<file path="src/sv/apfm_pkg.sv">
// Shared types and constants for the averaged period frequency meter.
package apfm_pkg;

    // Fixed field and register widths
    localparam int PERIOD_W    = 16;
    localparam int MEAN_W      = 16;
    localparam int CLOCK_W     = 28;
    localparam int PRESCALE_W  = 17;
    localparam int FREQ_W      = 38;
    localparam int PRODUCT_W   = PRESCALE_W + MEAN_W;
    localparam int REM_W       = PRODUCT_W + 1;
    localparam int CFG_INDEX_W = 1;
    localparam int CFG_DATA_W  = CLOCK_W;

    // Register reset values
    localparam logic [CLOCK_W-1:0]    CLOCK_RESET    = 28'd170000000;
    localparam logic [PRESCALE_W-1:0] PRESCALE_RESET = 17'd170;

    // Register indexes
    localparam logic [CFG_INDEX_W-1:0] CFG_CLOCK_HZ = 1'd0;
    localparam logic [CFG_INDEX_W-1:0] CFG_PRESCALE = 1'd1;

    // Serial step counts of the arithmetic unit
    localparam int STEP_W    = 6;
    localparam int MEAN_STEPS = MEAN_W;
    localparam int MUL_STEPS  = MEAN_W;
    localparam int DIV_STEPS  = FREQ_W;

    // Arithmetic unit sequencer states
    typedef enum logic [2:0] {
        CALC_IDLE,
        CALC_MEAN,
        CALC_MUL,
        CALC_DIV,
        CALC_DONE
    } calc_state_t;

    // Status of the arithmetic unit towards the accumulator
    typedef struct packed {
        logic idle;
        logic result_valid;
    } calc_status_t;

endpackage

</file>
<file path="src/sv/apfm_calc.sv">
// Bit-serial arithmetic unit: block mean, divisor product and frequency quotient.
module apfm_calc
    import apfm_pkg::*;
#(
    parameter int SAMPLES_PER_BLOCK = 16
)
(
    input  logic                          clk,
    input  logic                          rst_n,
    input  logic                          start,
    input  logic [MEAN_W+$clog2(SAMPLES_PER_BLOCK)-1:0] block_sum,
    input  logic [CLOCK_W-1:0]            clock_hz,
    input  logic [PRESCALE_W-1:0]         prescale,
    input  logic                          out_stall,
    output calc_status_t                  status,
    output logic [FREQ_W-1:0]             freq,
    output logic [MEAN_W-1:0]             mean
);

    localparam int CNT_W = $clog2(SAMPLES_PER_BLOCK);
    localparam int SUM_W = MEAN_W + CNT_W;
    localparam logic [REM_W-1:0] BLOCK_DIVISOR = REM_W'(SAMPLES_PER_BLOCK);

    calc_state_t             state_reg, state_next;
    logic [STEP_W-1:0]       step_reg, step_next;
    logic [REM_W-1:0]        rem_reg;
    logic [FREQ_W-1:0]       quo_reg;
    logic [PRODUCT_W-1:0]    product_reg;
    logic [MEAN_W-1:0]       mul_bits_reg;
    logic [MEAN_W-1:0]       mean_reg;
    logic [FREQ_W-1:0]       freq_reg;

    logic                    next_bit;
    logic [REM_W-1:0]        divisor_sel;
    logic [REM_W-1:0]        partial;
    logic [REM_W:0]          diff;
    logic                    fits;
    logic [REM_W-1:0]        rem_step;
    logic [FREQ_W-1:0]       numerator;
    logic                    step_last;

    // Shared restoring subtractor: one quotient bit per cycle
    always_comb
    begin
        if (state_reg == CALC_MEAN)
        begin
            next_bit    = quo_reg[MEAN_W-1];
            divisor_sel = BLOCK_DIVISOR;
        end
        else
        begin
            next_bit    = quo_reg[FREQ_W-1];
            divisor_sel = REM_W'(product_reg);
        end
        partial  = {rem_reg[REM_W-2:0], next_bit};
        diff     = {1'b0, partial} - {1'b0, divisor_sel};
        fits     = !diff[REM_W];
        rem_step = fits ? diff[REM_W-1:0] : partial;
    end

    // Scale the clock to millihertz: times 1024 less times 16 less times 8
    assign numerator = (FREQ_W'(clock_hz) << 10) - (FREQ_W'(clock_hz) << 4)
                     - (FREQ_W'(clock_hz) << 3);

    // Next state and outputs of the sequencer
    always_comb
    begin
        state_next = state_reg;
        step_next  = step_reg;
        step_last  = 1'b0;
        case (state_reg)
            CALC_IDLE:
            begin
                step_next = '0;
                if (start)
                begin
                    state_next = CALC_MEAN;
                end
            end
            CALC_MEAN:
            begin
                step_last = (step_reg == STEP_W'(MEAN_STEPS - 1));
                step_next = step_last ? '0 : step_reg + STEP_W'(1);
                if (step_last)
                begin
                    state_next = CALC_MUL;
                end
            end
            CALC_MUL:
            begin
                step_last = (step_reg == STEP_W'(MUL_STEPS - 1));
                step_next = step_last ? '0 : step_reg + STEP_W'(1);
                if (step_last)
                begin
                    state_next = CALC_DIV;
                end
            end
            CALC_DIV:
            begin
                step_last = (step_reg == STEP_W'(DIV_STEPS - 1));
                step_next = step_last ? '0 : step_reg + STEP_W'(1);
                if (step_last)
                begin
                    state_next = CALC_DONE;
                end
            end
            CALC_DONE:
            begin
                if (!out_stall)
                begin
                    state_next = CALC_IDLE;
                end
            end
            default:
            begin
                state_next = CALC_IDLE;
            end
        endcase
        status.idle         = (state_reg == CALC_IDLE);
        status.result_valid = (state_reg == CALC_DONE);
    end

    // Hold the sequencer state
    always_ff @(posedge clk or negedge rst_n)
    begin
        if (!rst_n)
        begin
            state_reg <= CALC_IDLE;
            step_reg  <= '0;
        end
        else
        begin
            state_reg <= state_next;
            step_reg  <= step_next;
        end
    end

    // Advance the serial datapath
    always_ff @(posedge clk)
    begin
        case (state_reg)
            CALC_IDLE:
            begin
                if (start)
                begin
                    rem_reg <= REM_W'(block_sum[SUM_W-1:MEAN_W]);
                    quo_reg <= FREQ_W'(block_sum[MEAN_W-1:0]);
                end
            end
            CALC_MEAN:
            begin
                rem_reg             <= rem_step;
                quo_reg[MEAN_W-1:0] <= {quo_reg[MEAN_W-2:0], fits};
                if (step_last)
                begin
                    mean_reg     <= {quo_reg[MEAN_W-2:0], fits};
                    mul_bits_reg <= {quo_reg[MEAN_W-2:0], fits};
                    product_reg  <= '0;
                end
            end
            CALC_MUL:
            begin
                product_reg  <= {product_reg[PRODUCT_W-2:0], 1'b0}
                              + (mul_bits_reg[MEAN_W-1] ? PRODUCT_W'(prescale)
                                                        : PRODUCT_W'(0));
                mul_bits_reg <= {mul_bits_reg[MEAN_W-2:0], 1'b0};
                if (step_last)
                begin
                    quo_reg <= numerator;
                    rem_reg <= '0;
                end
            end
            CALC_DIV:
            begin
                rem_reg <= rem_step;
                quo_reg <= {quo_reg[FREQ_W-2:0], fits};
                if (step_last)
                begin
                    // Drop the quotient when the divisor is zero
                    freq_reg <= (product_reg == '0) ? '0
                                                    : {quo_reg[FREQ_W-2:0], fits};
                end
            end
            default:
            begin
            end
        endcase
    end

    assign freq = freq_reg;
    assign mean = mean_reg;

endmodule

</file>
<file path="src/sv/averaged_period_frequency_meter_unit.sv">
// Top level: block accumulator, configuration registers and result output.
// Items of a block are taken one per cycle while input is not stalled; the last item of a
// block hands its sum to the bit-serial arithmetic unit, whose result shows after its 16
// mean, 16 multiply and 38 divide steps (the sum loads at the accepting edge). A block end
// stalls input while that unit is busy, so the next block's items are taken while it works
// but its last item waits for the unit to be idle. Reset clears the sum, the count and the
// sequencer, and loads the register defaults.
module averaged_period_frequency_meter_unit
    import apfm_pkg::*;
#(
    parameter int SAMPLES_PER_BLOCK = 16,
    parameter int PERIOD_BITS       = 16
)
(
    input  logic                   clk,
    input  logic                   rst_n,
    input  logic                   in_valid,
    output logic                   in_stall,
    input  logic [PERIOD_W-1:0]    capture_period,
    output logic                   out_valid,
    input  logic                   out_stall,
    output logic [FREQ_W-1:0]      frequency_millihertz,
    output logic [MEAN_W-1:0]      mean_period,
    input  logic                   cfg_write,
    input  logic [CFG_INDEX_W-1:0] cfg_index,
    input  logic [CFG_DATA_W-1:0]  cfg_data
);

    localparam int CNT_W     = $clog2(SAMPLES_PER_BLOCK);
    localparam int USED_BITS = (PERIOD_BITS < PERIOD_W) ? PERIOD_BITS : PERIOD_W;
    localparam int ACC_W     = USED_BITS + CNT_W;
    localparam int SUM_W     = MEAN_W + CNT_W;
    localparam logic [PERIOD_W-1:0] PERIOD_MASK =
        PERIOD_W'((33'd1 << USED_BITS) - 33'd1);

    logic [CLOCK_W-1:0]    clock_reg;
    logic [PRESCALE_W-1:0] prescale_reg;
    logic [ACC_W-1:0]      sum_reg, sum_next;
    logic [CNT_W-1:0]      count_reg, count_next;
    logic [PERIOD_W-1:0]   period_used;
    logic                  block_last;
    logic                  in_accept;
    logic                  calc_start;
    logic [SUM_W-1:0]      block_sum;
    calc_status_t          calc_status;

    // Keep only the configured period bits
    assign period_used = capture_period & PERIOD_MASK;
    assign block_last  = (count_reg == CNT_W'(SAMPLES_PER_BLOCK - 1));

    // Hold input at a block end until the arithmetic unit is free
    assign in_stall   = block_last && !calc_status.idle;
    assign in_accept  = in_valid && !in_stall;
    assign calc_start = in_accept && block_last;
    assign block_sum  = SUM_W'(sum_reg) + SUM_W'(period_used);

    // Accumulate the block, restarting after its last item
    always_comb
    begin
        sum_next   = sum_reg;
        count_next = count_reg;
        if (in_accept)
        begin
            if (block_last)
            begin
                sum_next   = '0;
                count_next = '0;
            end
            else
            begin
                sum_next   = sum_reg + ACC_W'(period_used);
                count_next = count_reg + CNT_W'(1);
            end
        end
    end

    always_ff @(posedge clk or negedge rst_n)
    begin
        if (!rst_n)
        begin
            sum_reg   <= '0;
            count_reg <= '0;
        end
        else
        begin
            sum_reg   <= sum_next;
            count_reg <= count_next;
        end
    end

    // Configuration registers; unknown indexes are dropped
    always_ff @(posedge clk or negedge rst_n)
    begin
        if (!rst_n)
        begin
            clock_reg    <= CLOCK_RESET;
            prescale_reg <= PRESCALE_RESET;
        end
        else if (cfg_write)
        begin
            case (cfg_index)
                CFG_CLOCK_HZ: clock_reg    <= cfg_data;
                CFG_PRESCALE: prescale_reg <= cfg_data[PRESCALE_W-1:0];
                default:
                begin
                end
            endcase
        end
    end

    // Bit-serial mean and frequency
    apfm_calc #(
        .SAMPLES_PER_BLOCK (SAMPLES_PER_BLOCK)
    ) u_calc (
        .clk       (clk),
        .rst_n     (rst_n),
        .start     (calc_start),
        .block_sum (block_sum),
        .clock_hz  (clock_reg),
        .prescale  (prescale_reg),
        .out_stall (out_stall),
        .status    (calc_status),
        .freq      (frequency_millihertz),
        .mean      (mean_period)
    );

    assign out_valid = calc_status.result_valid;

    // A finished block starts the arithmetic unit and clears the accumulator
    assert property (@(posedge clk) disable iff (!rst_n)
        calc_start |=> (!calc_status.idle && count_reg == '0 && sum_reg == '0))
        else $error("block end did not start the arithmetic unit");

    // A zero mean never gives a non-zero frequency
    assert property (@(posedge clk) disable iff (!rst_n)
        (out_valid && mean_period == '0) |-> (frequency_millihertz == '0))
        else $error("non-zero frequency for a zero mean");

    // Input held back at a block end with no result out finds the arithmetic unit busy
    assert property (@(posedge clk) disable iff (!rst_n)
        in_stall |-> (block_last && !out_valid |-> !calc_status.idle))
        else $error("input stalled with the arithmetic unit free");

endmodule

</file>
<file path="config.mk">
export PLATFORM = sky130hd
export DESIGN_NAME = averaged_period_frequency_meter_unit
export DESIGN_NICKNAME = d
export VERILOG_FILES = /design/src/sv/apfm_pkg.sv /design/src/sv/apfm_calc.sv /design/src/sv/averaged_period_frequency_meter_unit.sv
export SDC_FILE = /design/constraint.sdc
export NUM_CORES = 1
export LEC_CHECK = 0
export ABC_AREA = 1
export CAP_MARGIN = 20
export CORE_AREA = 5 5 281 283
export DETAILED_ROUTE_END_ITERATION = 10
export DIE_AREA = 0 0 286 288
export DONT_BUFFER_PORTS = 1
export PLACE_DENSITY_LB_ADDON = 0.1
export SLEW_MARGIN = 20
export SYNTH_ARGS = -nofsm -noshare
export SYNTH_HDL_FRONTEND = slang
export SYNTH_SLANG_ARGS = --single-unit
export TNS_END_PERCENT = 100
</file>
<file path="constraint.sdc">
create_clock -name clk -period 7.07 [get_ports clk]
set_input_delay 0 -clock clk [delete_from_list [all_inputs] [get_ports clk]]
set_output_delay 0 -clock clk [all_outputs]
set_load 0.01 [all_outputs]
</file>
==> results of run 1 <==
## cell families after synthesis
logic type               share of synthesized area (%)
adder cells (fa/ha/maj)                           10.0
XOR/XNOR                                          1.21
flip-flops                                        38.2
AO/OA/AOI/OAI                                     9.04
AND/OR/NAND/NOR                                   31.4
buffers and inverters                             10.1
## cell type report
cell class | instances | area share (%)
diodes | 1 | 0.0115
clock buffers | 39 | 4.03
clock inverters | 23 | 1.82
inverters | 432 | 7.45
multi-input cells | 1889 | 44.9
flip-flops and latches | 252 | 33.0
well taps | 988 | 5.67
repair buffers | 68 | 3.12
## through the flow
step / worst slack, ps / total power, uW / area (um2) / hold slack [ps]
after floorplan: 1390 / 7270 / 18900 / -296
after global placement: 3040 / 9270 / 19900 / -293
after detailed placement: 2870 / 9260 / 19900 / -293
after CTS: 2850 / 11400 / 21800 / 69.0
after global routing: 2550 / 12300 / 21800 / 37.7
final: 2900 / 11200 / 21800 / -7.56
## power breakdown
part | switching, uW | total (uW) | leakage, uW | internal [uW]
combinational | 4450 | 6460 | 0.00727 | 2010
clock | 749 | 1990 | 0.000615 | 1240
sequential | 384 | 2760 | 0.00259 | 2380
total | 5590 | 11200 | 0.0105 | 5620
## layer usage
layer  GRT usage, %  share of wire, %
met3           2.41               4.0
met5              0             0.010
met2           26.1                45
met4           4.51               2.8
met1           22.1                48
## worst max-delay path, delay by kind of cell, from the launching register on
family / cells / cell delay (ps)
compound gates: 1 / 150
flops: 1 / 500
buf+inv: 4 / 810
simple gates: 8 / 1710
fa+ha+maj: 2 / 680
## worst paths after layout
kind                                                end  slack, ps  depth (start not counted)
max reg2reg                u_calc.freq[0]$_SDFFCE_PN0P_       2900                         15
max in group asynchronous     clock_reg[16]$_DFFE_PN1P_       6580                          2
min in group asynchronous      clock_reg[4]$_DFFE_PN0P_         90                          2
min reg2reg                    u_calc.mean[5]$_DFFE_PP_        450                          0
min                           clock_reg[16]$_DFFE_PN1P_         -8                          3
max                        u_calc.freq[0]$_SDFFCE_PN0P_       2900                         15
## cell usage in the layout, fill, tap and decap left out, drive strengths merged, types with 5 or more instances in the layout
cell type and n:
nand2 853, inv 434, nor2 299, edfxtp 174, nand3 146, o21ai 126, a21oi 120, ha 113
dfrtp 62, dlygate4sd3 54, clkbuf 39, nand4 36, nor3 27, fa 24, nand3b 22, o21bai 21
xor2 18, dfstp 16, buf 14, nor4 13, o22ai 11, clkinv 10, or2 9, bufinv 9
xnor2 8, and2 7, a21o 7, o21a 7, a21boi 5
## timing repair
action                     in CTS  in global routing
setup endpoints to repair       0                  0
hold buffers                   52                  3
hold endpoints to repair      152                  4
buffers inserted                0                  0
resized for setup               0                  0
==> summary by stage, run 1 <==
Clock network
The clock net in this run drives a total of about 250 sinks. In this run the deepest clock path goes through 3 buffers. In this run, CTS created clock tree buffers numbering 34. CTS placed an instance of clkbuf_16 at the clock tree root.

TritonCTS built the clock tree. The latest clock arrival within the worst-skew pair is 570 ps. The clock input transition at the sequential cells of the worst setup and hold paths is 60 ps. The H-tree was split into 2 levels.

Route
Wires add up to approximately 67,000 um. In this run, the number of DRC markers left after iteration 0 of detailed routing was 1,045. The via count is roughly 17,000. The routed length per instance is ~18 um. The detail route stage leaves a number of antenna-violating nets equal to 0. The DRC violation count after routing is 0. The number of optimization iterations in the first detailed-route pass is 5.

The mean number of vias per cell is between 4 and 5.

Floorplan
The core region is 76,400 um2. The horizontal die dimension is 286 um. The number of placement rows is roughly 100. The chip height is approximately 290 um. The starting density of the core is between 20% and 30%. The top-level port count is 106. The area of the die is slightly above 80,000 um2.

Critical path
The worst setup path is captured at a flip-flop. The data required time of the critical path is approximately 7400 ps. At the worst endpoint, the arrival time is around 4500 ps. The delay contributed by the slowest stage of the critical path is 600 ps. The largest individual stage delay along the critical path comes from the cell nor2_4. The critical path is of the reg2reg type. The kind of start point of the critical path is a flip-flop.

The highest fanout seen on the critical path is 36. In this run the critical register-to-register path is launched from u_calc.state_reg[2]$_DFFE_PN0P_. The timing startpoint of the critical path is u_calc.state_reg[2]$_DFFE_PN0P_.

Walking the worst path, the cells encountered are nor2_4 > nand2_1 > buf_4 > inv_1 > nand2_1 > o21ai_0 > ha_1 > inv_1 > fa_1 > nand4_2 > nand3_2 > nand2_4 > nand2_4 > inv_4 > nor2_1.

Worst hold path
The origin of the worst min-delay path is cfg_write. The type of the tightest min-delay check is in2reg.

Synthesis
The number of unique standard cell types used by synthesis is between 50 and 60. When the netlist entered floorplanning its net count stood at 2,811. Yosys attributes the largest share of cell area to edfxtp_1 (28%), nand2_1 (17%), inv_1 (8.3%).

The flip-flop and latch count after synthesis is ~250. By instance count, the leading cell after synthesis is nand2_1. In the synthesized netlist, the cells that appear most often are nand2_1 (842), inv_1 (419), nor2_1 (290). The top flip-flop cell by instance count after synthesis is edfxtp_1.

After synthesis, the share of flip-flops with an asynchronous set or reset is slightly above 30%. The per-instance average area after synthesis is just over 7 um2. The cell type contributing the most total cell area after synthesis is edfxtp_1. The instance count of the mapped netlist is 2,624. The area share of the largest cell type after synthesis is between 20% and 30%. Counting flops with a built-in enable in the synthesized netlist gives ~170. The portion of the post-synthesis area used by sequential elements is 38.2%.

The synthesized netlist occupies a cell area of 18,900 um2. The total of warnings raised by yosys is 0.

Outcome
The flow ran to the end, but the final reports show violations. The checks that failed: hold timing.

GRT
The initial antenna violation count was 1. After global routing the overflow that remains totals 0. The all-layer global routing usage is about 16%. The via count of the first global-routing pass was 16,600. The first global-routing pass estimated between 100,000 and 150,000 um of wire. The largest net degree at the start of global routing is between 70 and 80.

Final layout
Of the cells placed in the final design, the portion with a size suffix greater than 1 is between 5 and 6%. The multi-input combinational cells in the finished layout cover a total of 9790 um2. Once layout is complete, the utilization of the core stands at 28.5%. The number of standard cells in the layout, taps in and fillers out is ~3,700. Counting the fill cells in the layout gives ~8,400.

The sequential cells in the finished layout cover a total of a little over 7000 um2. Relative to the synthesized area, the layout overhead comes to 15.7%. For this run, the post-layout net count is between 2,000 and 3,000.

STA
The portion of the clock cycle consumed by the worst path in the final layout is roughly three fifths. The worst path in the final design needs a cycle of roughly 4200 ps, including I/O delays and setup. The max-slew violation total from the final report is 0. For the pin with the worst max-slew slack, the measured transition is 1020 ps.

The worst clock skew is 30.8 ps. The number of failing hold endpoints at the final stage came to 5. In the final timing run, aggregate negative setup slack is 0 ps. The maximum frequency from static timing analysis is 240 MHz. Setup repair after global routing left no endpoint under its margin. Measured against its own limit, the worst slew margin works out to between 30 and 40%. Setup violations remaining at the end of the flow were counted as 0. The final-layout worst hold slack is -7.56 ps.

Power and ir drop
The reported leakage power is 0.0105 uW. Across the VDD grid, the largest voltage drop is 0.000304 V. The power density over cell area is approximately 510 nW/um2.

Placed design
Buffers placed on the I/O ports in this run total 0. The number of placed instances with taps included is 3,572. The estimated wirelength of the detail-placed design is roughly 53,000 um. The weighted congestion reported at the end of routability-driven placement is 0.868.

Job
The max-cap check violation count is 0.
(Power assumes the default switching activity.)
==> inputs of run 2 (changes only) <==
==> constraint.sdc (replaced) <==
create_clock -name clk -period 4.4 [get_ports clk]
set_input_delay 0 -clock clk [delete_from_list [all_inputs] [get_ports clk]]
set_output_delay 0 -clock clk [all_outputs]
set_load 0.01 [all_outputs]
==> summary by stage, run 2 (same netlist as run 1, synthesis figures left out) <==
Outcome
Run status: completed (was finished, violations left).

Final layout
The area added between synthesis and finish is 14.7% (was 15.7%). The fraction of final layout cells with drive strength greater than 1 is 5.48% (was 5.44%). The antenna diode instance count is 0 (was 1). The most frequent standard cell in the layout excluding fill and tap cells is nand2_1 (unchanged). The number of nets in the layout is 2,864 (unchanged). Top library cells by usage in the layout, fill and taps aside: nand2_1 (840), inv_1 (419), nor2_1 (289) (was nand2_1 (841), inv_1 (419), nor2_1 (289)).

STA
RSZ-0062 raised after global routing: false (unchanged). The time the final worst path needs with I/O delays and setup is 3570 ps (was 4170 ps). The worst-margin pin slew is 1020 ps (about the same). The setup-violating endpoint count in the final report came to 0 (unchanged). The max-slew violation total from the final report is 0 (unchanged). The number of failing hold endpoints at the final stage is 0 (was 5). The portion of the clock cycle consumed by the worst path in the final layout is 81.1% (was 59.0%). The summed negative setup slack over all endpoints is 0 ps (unchanged).

The worst slew margin relative to its limit was 31.6% (was 32.0%). The worst clock skew is 43.5 ps (was 30.8 ps). The maximum frequency from static timing analysis is 280 MHz (was 240 MHz). The final-layout worst hold slack is 8.84 ps (was -7.56 ps).

Critical path
The highest fanout seen on the critical path was 35 (was 36). Cell-by-cell trace of the critical path: nor2_4 > nand2_1 > buf_4 > nand2_1 > ha_1 > nand2_1 > inv_2 > nand2_2 > nor2_4 > nand4_2 > nand3_2 > nand2_4 > nand2_4 > inv_4 > nor2_1 > nor2_1 (was nor2_4 > nand2_1 > buf_4 > inv_1 > nand2_1 > o21ai_0 > ha_1 > inv_1 > fa_1 > nand4_2 > nand3_2 > nand2_4 > nand2_4 > inv_4 > nor2_1). The critical path arrival was 3890 ps (was 4450 ps). The cell type with the highest occurrence count on the critical path is nand2_1. The data required time of the critical path is 4720 ps (was 7350 ps).

The master of the slowest instance on the critical path is dfrtp_1 (was nor2_4). The critical path class is reg2reg (unchanged). The kind of start point of the critical path is a flip-flop (unchanged).

The delay contributed by the slowest stage of the critical path is 570 ps (was 600 ps). The capturing element type of the critical path is a flip-flop (unchanged).

Clock network
The total number of H-tree levels is 2 (unchanged). The worst-case clock buffer depth is 3 (unchanged). The number of clock sinks seen by CTS is 252 (unchanged). The library cell used as clock root buffer is clkbuf_16 (unchanged). The latest clock arrival within the worst-skew pair is 570 ps (about the same). The clock tree from TritonCTS is done (unchanged).

The quantity of hold-fixing buffers added after cts is 51 (was 52). The post-CTS setup-driven buffer insertion count was 0 (unchanged). The TritonCTS buffer count was 34 (unchanged).

The clock input transition at the sequential cells of the worst setup and hold paths was 60 ps (about the same). The post-cts repair resize count was 0 (unchanged).

Placed design
The weighted congestion reported at the end of routability-driven placement is 0.888 (was 0.868). The count of buffers inserted at the top-level ports was 0 (unchanged). The estimated wirelength of the detail-placed design is 52,400 um (was 53,000 um).

GRT
The global-route wire length before repair is 101,000 um (about the same). The all-layer global routing usage is 15.9% (was 16.0%). The via count of the first global-routing pass came to 16,700 (was 16,600). The largest net degree at the start of global routing was 79 (unchanged). The initial antenna violation count came to 1 (unchanged). The total overflow reported by the global router is 0 (unchanged).

Floorplan
The number of placement rows is 102 (unchanged). The chip height is 288 um (unchanged). The area of the die is 82,400 um2 (unchanged). The horizontal die dimension is 286 um (unchanged). The starting density of the core is 24.7% (unchanged). The top-level port count is 106 (unchanged). The placeable core region is 76,400 um2 (unchanged).

Job
The max-cap check violation count is 0 (unchanged).

Route
The mean number of vias per cell is 4.52 (was 4.50). The DRC violation count after routing is 0 (unchanged). The number of routed nets with antenna violations is 0 (unchanged). The number of DRC violations after detailed-routing iteration 0 is 1,169 (was 1,045). The routed length per instance is 18.0 um (was 18.2 um). The number of optimization iterations in the first detailed-route pass is 6 (was 5).

The final wirelength is 66,600 um (was 67,000 um). The via count is 16,700 (was 16,600).

Power and ir drop
The reported leakage power is 0.0104 uW (was 0.0105 uW). The power density over cell area is 813 nW/um2 (was 514 nW/um2). The worst supply voltage drop on vdd came to 0.000340 V (was 0.000304 V).

Worst hold path
The type of the tightest min-delay check was in2reg (unchanged).
==> run 2: area by class of cell <==
type                    instances  area (um2)
fillers                      8374       54800
inverters                     432        1620
multi-input cells            1889        9800
flip-flops and latches        252        7200
well taps                     988        1240
clock buffers                  44         928
clock inverters                18         173
repair buffers                 68         676
==> run 2: critical path, delay by kind of cell, from the launching register on <==
| family | cells | cell delay (ps) |
|---|---|---|
| simple gates | 12 | 1640 |
| fa+ha+maj | 1 | 370 |
| buf+inv | 3 | 670 |
| flops | 1 | 570 |
==> run 2: final timing paths <==
path | endpoint | from | depth (start not counted) | slack, ps
min in group asynchronous | clock_reg[20]$_DFFE_PN0P_ | rst_n | 2 | 70
min reg2reg | u_calc.mean[2]$_DFFE_PP_ | u_calc.quo_reg[1]$_DFFE_PP_ | 0 | 440
max reg2reg | u_calc.rem_reg[8]$_DFFE_PP_ | u_calc.state_reg[2]$_DFFE_PN0P_ | 16 | 830
max in group asynchronous | clock_reg[11]$_DFFE_PN1P_ | rst_n | 2 | 3940
max | u_calc.rem_reg[8]$_DFFE_PP_ | u_calc.state_reg[2]$_DFFE_PN0P_ | 16 | 830
min | prescale_reg[1]$_DFFE_PN1P_ | cfg_write | 3 | 9
==> run 2: through the flow <==
step                utilization, %  total power [uW]  setup slack [ps]  cell area (um2)  cells
finish                        28.3             17600               829            21600   3691
floorplan                        -             11700               248            18900   2624
global route                  28.3             19300               494            21600   3691
CTS                           28.3             17800               819            21600   3690
global placement              26.1             14800               877            20000   3577
detailed placement            26.1             14800               833            20000   3577
==> run 2: where the power goes <==
| part | total, uW | leakage, uW | switching, uW | internal (uW) |
|---|---|---|---|---|
| clock network | 2770 | 0.000536 | 1190 | 1580 |
| registers | 4430 | 0.00259 | 617 | 3820 |
| logic | 10400 | 0.00727 | 7140 | 3250 |
| total | 17600 | 0.0104 | 8950 | 8640 |
==> run 2: metal layers <==
metal  track usage, %  up-vias  wire length [um]
met5                0        -                 7
met4             4.01        2              1570
met3             2.22       81              2290
met2             25.9      267             30200
met1             22.2     7835             32500
li1                 -     8508                 -
